### config.mk
export PLATFORM = sky130hd
export DESIGN_NAME = signed_int_to_decimal_ascii
export DESIGN_NICKNAME = d
export VERILOG_FILES = /design/src/rtl/core/sitda_pkg.sv /design/src/rtl/core/signed_int_to_decimal_ascii.sv
export SDC_FILE = /design/constraint.sdc
export NUM_CORES = 1
export LEC_CHECK = 0
export ABC_AREA = 1
export ABC_CLOCK_PERIOD_IN_PS = 4250
export BUFFER_PORTS_ARGS = -buffer_cell sky130_fd_sc_hd__clkbuf_2
export CAP_MARGIN = 10
export CORE_MARGIN = 2
export CORE_UTILIZATION = 55
export DETAILED_ROUTE_END_ITERATION = 16
export PLACE_DENSITY = 0.77
export SYNTH_ARGS = -nofsm -noshare
export SYNTH_HDL_FRONTEND = slang
export SYNTH_SLANG_ARGS = --single-unit
### constraint.sdc
create_clock -name clk_i -period 4.25 [get_ports clk_i]
set_clock_uncertainty 0.05 [all_clocks]
set_input_delay 0.85 -clock clk_i [delete_from_list [all_inputs] [get_ports clk_i]]
set_output_delay 0.85 -clock clk_i [all_outputs]
set_load 0.02 [all_outputs]
### src/rtl/core/sitda_pkg.sv
`timescale 1ns / 1ps
// ----------------------------------------------------------------------------
// sitda_pkg: shared types and constants for signed int to decimal ascii
// state encoding, character codes and the bcd correction step
// ----------------------------------------------------------------------------
package sitda_pkg;

  localparam int unsigned ValueW    = 32;
  localparam int unsigned NumDigits = 10;
  localparam int unsigned BcdW      = 4 * NumDigits;
  localparam int unsigned BitCntW   = $clog2(ValueW);
  localparam int unsigned DigCntW   = $clog2(NumDigits);

  localparam logic [7:0] AsciiZero  = 8'd48;
  localparam logic [7:0] AsciiMinus = 8'd45;

  typedef enum logic [2:0] {
    StIdle,
    StConv,
    StSign,
    StSkip,
    StEmit
  } state_e;

  // add 3 to every bcd digit that is 5 or more, ahead of the shift
  function automatic logic [BcdW-1:0] bcd_adjust(input logic [BcdW-1:0] bcd);
    logic [BcdW-1:0] res;
    res = bcd;
    for (int i = 0; i < NumDigits; i++) begin
      if (bcd[4*i +: 4] >= 4'd5) begin
        res[4*i +: 4] = bcd[4*i +: 4] + 4'd3;
      end
    end
    return res;
  endfunction

endpackage

### src/rtl/core/signed_int_to_decimal_ascii.sv
`timescale 1ns / 1ps
// ----------------------------------------------------------------------------
// signed_int_to_decimal_ascii: 32-bit signed integer to decimal ascii text
// sequence: the sign character (if negative) follows the 32-step bit-serial double dabble,
//   then one cycle per digit place, skipped or sent; a new value is taken only when idle
// reset: asynchronous, active low; returns to idle, no character in flight
// the receiver cannot stall: each character beat shows for one cycle only
// ----------------------------------------------------------------------------
module signed_int_to_decimal_ascii (
  input  logic                             clk_i,
  input  logic                             rst_ni,
  input  logic                             start_i,
  output logic                             busy_o,
  input  logic signed [sitda_pkg::ValueW-1:0] value_i,
  output logic                             char_valid_o,
  output logic        [7:0]                text_char_o,
  output logic                             last_char_o
);

  // control state
  sitda_pkg::state_e state_q, state_d;
  logic [sitda_pkg::BitCntW-1:0] bit_cnt_q, bit_cnt_d;
  logic [sitda_pkg::DigCntW-1:0] dig_cnt_q, dig_cnt_d;

  // datapath: magnitude shift register feeding the bcd shift register
  logic [sitda_pkg::ValueW-1:0] mag_q, mag_d;
  logic [sitda_pkg::BcdW-1:0]   bcd_q, bcd_d;
  logic                         neg_q, neg_d;

  // bcd register after the add-3 correction, ahead of the shift
  logic [sitda_pkg::BcdW-1:0]   bcd_adj;

  // most significant remaining digit place
  logic [3:0] top_digit;
  logic       top_zero;
  logic       last_place;

  assign bcd_adj    = sitda_pkg::bcd_adjust(bcd_q);
  assign top_digit  = bcd_q[sitda_pkg::BcdW-1 -: 4];
  assign top_zero   = (top_digit == 4'd0);
  assign last_place = (dig_cnt_q == '0);

  // next state
  always_comb begin
    state_d = state_q;
    case (state_q)
      sitda_pkg::StIdle: begin
        if (start_i) begin
          state_d = sitda_pkg::StConv;
        end
      end
      sitda_pkg::StConv: begin
        if (bit_cnt_q == '0) begin
          state_d = neg_q ? sitda_pkg::StSign : sitda_pkg::StSkip;
        end
      end
      sitda_pkg::StSign: begin
        state_d = sitda_pkg::StSkip;
      end
      sitda_pkg::StSkip: begin
        // leave skipping once the first nonzero digit (or the units) goes out
        if (!top_zero || last_place) begin
          state_d = last_place ? sitda_pkg::StIdle : sitda_pkg::StEmit;
        end
      end
      sitda_pkg::StEmit: begin
        if (last_place) begin
          state_d = sitda_pkg::StIdle;
        end
      end
      default: begin
        state_d = sitda_pkg::StIdle;
      end
    endcase
  end

  // outputs
  always_comb begin
    busy_o       = (state_q != sitda_pkg::StIdle);
    char_valid_o = 1'b0;
    text_char_o  = sitda_pkg::AsciiZero | {4'd0, top_digit};
    last_char_o  = 1'b0;
    case (state_q)
      sitda_pkg::StSign: begin
        char_valid_o = 1'b1;
        text_char_o  = sitda_pkg::AsciiMinus;
      end
      sitda_pkg::StSkip: begin
        char_valid_o = !top_zero || last_place;
        last_char_o  = last_place;
      end
      sitda_pkg::StEmit: begin
        char_valid_o = 1'b1;
        last_char_o  = last_place;
      end
      default: begin
        char_valid_o = 1'b0;
      end
    endcase
  end

  // datapath next values
  always_comb begin
    mag_d     = mag_q;
    bcd_d     = bcd_q;
    neg_d     = neg_q;
    bit_cnt_d = bit_cnt_q;
    dig_cnt_d = dig_cnt_q;
    case (state_q)
      sitda_pkg::StIdle: begin
        if (start_i) begin
          // magnitude as unsigned, so the most negative value maps to 2^31
          neg_d     = value_i[sitda_pkg::ValueW-1];
          mag_d     = value_i[sitda_pkg::ValueW-1] ? (~value_i + 1'b1) : value_i;
          bcd_d     = '0;
          bit_cnt_d = sitda_pkg::BitCntW'(sitda_pkg::ValueW - 1);
        end
      end
      sitda_pkg::StConv: begin
        // one magnitude bit per cycle into the corrected bcd register
        bcd_d     = {bcd_adj[sitda_pkg::BcdW-2:0], mag_q[sitda_pkg::ValueW-1]};
        mag_d     = {mag_q[sitda_pkg::ValueW-2:0], 1'b0};
        bit_cnt_d = bit_cnt_q - 1'b1;
        dig_cnt_d = sitda_pkg::DigCntW'(sitda_pkg::NumDigits - 1);
      end
      sitda_pkg::StSkip, sitda_pkg::StEmit: begin
        // one digit place per cycle, whether skipped or sent
        bcd_d = {bcd_q[sitda_pkg::BcdW-5:0], 4'd0};
        if (!last_place) begin
          dig_cnt_d = dig_cnt_q - 1'b1;
        end
      end
      default: begin
        bcd_d = bcd_q;
      end
    endcase
  end

  always_ff @(posedge clk_i or negedge rst_ni) begin
    if (!rst_ni) begin
      state_q   <= sitda_pkg::StIdle;
      bit_cnt_q <= '0;
      dig_cnt_q <= '0;
    end else begin
      state_q   <= state_d;
      bit_cnt_q <= bit_cnt_d;
      dig_cnt_q <= dig_cnt_d;
    end
  end

  always_ff @(posedge clk_i) begin
    mag_q <= mag_d;
    bcd_q <= bcd_d;
    neg_q <= neg_d;
  end

endmodule
Word level (Yosys, flattened, before mapping)
Cells that the tools add are included.
- bits in registers: 85
- latch bits: 0
- RAM bits: 0
- ROM bits: 0
- output and inout bits: 11
- logic and storage cells: 85
- memories kept: 0
- add/subtract/negate cells: 13
- multiply operators: 0
- divide/modulo/power cells: 0
- order comparisons: 10
- equality and inequality tests: 9
- shift-type cells: 0
- mux-type cells: 29
- bitwise logic cells: 1
- reductions and logical operators: 17
- operator list (kind ; count):
    one-hot mux 40 bit (3 select lines) ; 1
    2-to-1 mux 32 bit ; 2
    one-hot mux 32 bit (2 select lines) ; 1
    >= comparator 4 x 3 -> 1 bit (second input constant) ; 10
    2-to-1 mux 4 bit ; 10
    2-to-1 mux 40 bit ; 1
    adder 4 x 2 -> 4 bit (second input constant) ; 9
    adder 32 x 1 -> 32 bit (second input constant) ; 1
    NOT 32 bit ; 1
    2-to-1 mux 3 bit ; 6
    one-hot mux 3 bit (5 select lines) ; 1
    2-to-1 mux 5 bit ; 2
    inequality test 2 bit (second input constant) ; 5
    one-hot mux 5 bit (2 select lines) ; 1
    logical NOT 4 bit ; 2
    one-hot mux 4 bit (2 select lines) ; 1
    AND reduction 2 bit ; 4
    equality test 3 x 2 -> 1 bit (second input constant) ; 2
    nonzero test 3 bit ; 2
    logical NOT 5 bit ; 1
    subtractor 5 x 1 -> 5 bit (second input constant) ; 1
    AND reduction 4 bit ; 1
    nonzero test 2 bit ; 2
    OR reduction 2 bit ; 2
    other kinds (9) ; 10

Longest topological paths before layout
- depth after elaboration: 5
- depth in mapped cells: 11

Worst setup path after synthesis
Ideal clock, no wire load.
- path kind: input-to-reg
- start point: in start_i
- end point: reg bcd_q[0] (netlist name), enable pin
- setup time: 493 ps
- data arrival time: 3744 ps
- required time: 3707 ps
- setup slack: -37 ps
- stages: 2
- cells stage by stage: inv_1 -> o21ai_0
- longest elaborated chain between the ends: 2
- RTL lines (item ; RTL line ; RTL):
    from (decl) ; signed_int_to_decimal_ascii.sv:12 ; input logic start_i,
    inequality test 2 bit (no source line) ; - ;
    AND reduction 2 bit (no source line) ; - ;
    to (signal assigned) ; signed_int_to_decimal_ascii.sv:153 ; bcd_q <= bcd_d;
    to (decl) ; signed_int_to_decimal_ascii.sv:27 ; logic [sitda_pkg::BcdW-1:0] bcd_q, bcd_d;
No other way between the ends.
A chain may end at the register's enable or synchronous reset.

Worst setup path after layout
- start point: reg state_q[0]
- end point: out last_char_o
- longest elaborated chain between the ends: 3
- elaborated cells between the ends (all ways): 4
- RTL lines (item ; RTL line ; RTL):
    from (decl) ; signed_int_to_decimal_ascii.sv:21 ; sitda_pkg::state_e state_q, state_d;
    from (signal assigned) ; signed_int_to_decimal_ascii.sv:141 ; state_q <= sitda_pkg::StIdle;
    from (signal assigned) ; signed_int_to_decimal_ascii.sv:145 ; state_q <= state_d;
    equality test 3 x 2 -> 1 bit or equality test 3 bit (tied branches) ; signed_int_to_decimal_ascii.sv:83 ; case (state_q)
    OR reduction 2 bit (no source line) * ; - ;
    2-to-1 mux 1 bit * ; signed_int_to_decimal_ascii.sv:83 ;
    to (decl) ; signed_int_to_decimal_ascii.sv:17 ; output logic last_char_o
Every way passes the cells marked *; elsewhere a longest branch is shown, timed or not.

==> reports/results.tsv <==
metric	value	unit
path_cells	nor2_2, nand2_2, inv_2, nor2_4, buf_4, nor2_1, clkbuf_2	
first_pass_iters	4	
rows	37	
cpPeakStageDelay	0.45	ns
finalCriticalPeriod	2.67	ns
drtAntennaViolNets	0	
critPathTopFamily	buffers and inverters	
netlist.area_leader.share	0.387	
cts_root_buf	clkbuf_8	
drt_iter0_drc	201	
utilization	0.606	
dp_hpwl	8600	um
synthTopCellsByArea	edfxtp_1 39%, nand2_1 10%, inv_1 6.0%	
clock_latency	0.37	ns
fin_area	6140	um^2
crit_buf_inv	3	
cts_tree	yes	
ys.flop_type	edfxtp_1	
num-fill-cells	917	
grt_util_met3	0.0272	
use_met2	0.386	
wl_per_cell	13.7	um
synth_common_cells	155 x nand2_1, 90 x inv_1, 77 x nor2_1	
grt_pass1_wl	20500	um
place_area	5900	um^2
min_period_over_period	0.627	
vias_per_cell	5.40	
die_w	105	um
worst_slew_pin_slew	0.707	ns
num_io_pins	46	
slew_violations	0	
nets	787	
cts_max_path_buffers	2	
setup_slack	1.58	ns
synth_cells	691	
r2r_cells	5	
area_delta_synth_final	8.39	%
h-tree-depth	3	
grt_max_degree	65	
max_slew_margin	0.529	
port_buffers	42	
drive_gt1_frac	0.137	
postRouteWirelength	11900	um
ys_seq_area_frac	0.440	
max_freq	375	MHz
yosys_warnings	0	
coreArea	10100	um^2
power_density	765	nW/um^2
pre_cts_slack	1.87	ns
drc	0	
required	3.35	ns
cp_max_fo	38	
postCtsSetupRepairBufs	0	
grt.overflow.total	0	
worstSetupPathType	flop to output pin	
finalHoldViolations	0	
ir_drop	0.000424	V
post_cts_resize_count	0	
ys_async_sr_fraction	0.141	
yosys_register_bits	85	
cp_data_arrival_time	1.77	ns
path_depth	7	
total_power	4.70	mW
rsz0062_at_grt	no	
diodes	0	
synth.distinct_cells	40	
globalRouteTotalUtil	0.226	
syn_area_per_cell	8.20	um^2
clkSlewWorstSetupHoldPaths	0.09	ns
clock_sinks	85	
end_kind	output pin	
top_usage_layer	met2	
met1_usage	0.295	
yosysTopAreaCell	edfxtp_1	
ctsHoldBuffers	0	
antenna_found_initial	0	
hold_path_class	primary input to async pin	
routabilityCongestion	0.951	
grt_pass1_vias	4665	
outcome	complete, no violations	
finalSetupViolCount	0	
worstSetupStartpointType	flop	
leakagePower	2.77	nW
synth_edf_count	73	
cts_buffers	9	
start_util	0.559	
dieArea	11100	um^2
drv_cap	0	
cp_slowest_cell	dfrtp_1	
synth_area	5660	um^2
yosysMostFrequentCell	nand2_1	
tns	0	ns
vias	4685	
die_h	105	um
## where the power goes
| group | switching [mW] | internal [mW] |
|---|---|---|
| Sequential | 0.240 | 1.59 |
| Combinational | 1.47 | 0.711 |
| Clock | 0.304 | 0.387 |
## cell families after synthesis
group,Yosys count,share of synthesized area
AOI/OAI and AO/OA,135,0.147
xor gates and xnor gates,18,0.0278
adders and majority gates,25,0.0552
buffers and inverters,118,0.0968
DFF,85,0.440
other,2,0.00133
and+or+nand+nor,308,0.232
## per-layer routing
layer  routed length (um)  vias up  share of wire
met5                    0        -              0
met4                  224        0          0.019
met3                  594       20          0.050
met2                 5680      110           0.48
met1                 5360     2184           0.45
li1                     -     2371              -
## final timing paths
| path | start | endpoint | slack [ns] |
|---|---|---|---|
| max | state_q[0]$_DFFE_PN0P_ | last_char_o | 1.58 |
| min | rst_ni | dig_cnt_q[1]$_DFFE_PN0P_ | 0.31 |
| max reg2reg | state_q[0]$_DFFE_PN0P_ | mag_q[10]$_DFFE_PP_ | 2.31 |
| min reg2reg | bit_cnt_q[0]$_DFFE_PN0P_ | bit_cnt_q[0]$_DFFE_PN0P_ | 0.47 |
| max in group asynchronous | rst_ni | bit_cnt_q[1]$_DFFE_PN0P_ | 3.60 |
| min in group clk_i | bit_cnt_q[0]$_DFFE_PN0P_ | bit_cnt_q[0]$_DFFE_PN0P_ | 0.47 |
## stage by stage
step | hold slack (ns) | cells
3_5_place_dp | 0.450 | 852
6_report | 0.305 | 868
4_1_cts | 0.310 | 868
2_1_floorplan | 0.408 | 692
3_3_place_gp | 0.433 | 852
5_1_grt | 0.322 | 868
## placed cells by master, fill, tap and decap left out, types with 2 or more instances in the layout
cell,n
nand2_1,155
inv_1,90
nor2_1,77
edfxtp_1,73
o21ai_0,62
nand3_1,48
clkbuf_2,42
a21oi_1,27
ha_1,25
xor2_1,17
o21ai_2,14
o32ai_1,14
dfrtp_1,12
clkbuf_8,9
nand4_1,7
inv_2,6
nor2_2,5
nand3b_1,5
nand2_2,5
o21ai_1,4
buf_4,4
conb_1,3
bufinv_16,3
o211ai_1,2
a31oi_1,2
o21ai_4,2
nor2_4,2
clkinv_1,2
## layout make-up
cell class	instances	area, um^2	area share
Multi-Input combinational cell	489	2640	0.430
Tap cell	136	170	0.0277
Inverter	96	360	0.0587
Clock inverter	7	114	0.0185
Clock buffer	9	124	0.0202
Timing Repair Buffer	46	240	0.0391
Sequential cell	85	2490	0.406
## flip-flops by register name, indices dropped and copies added, names as in the netlist
register,cells
dig_cnt_q,4
neg_q,1
bcd_q,40
state_q,3
mag_q,32
bit_cnt_q,5
Note: power is estimated with default switching activity, not from simulation.
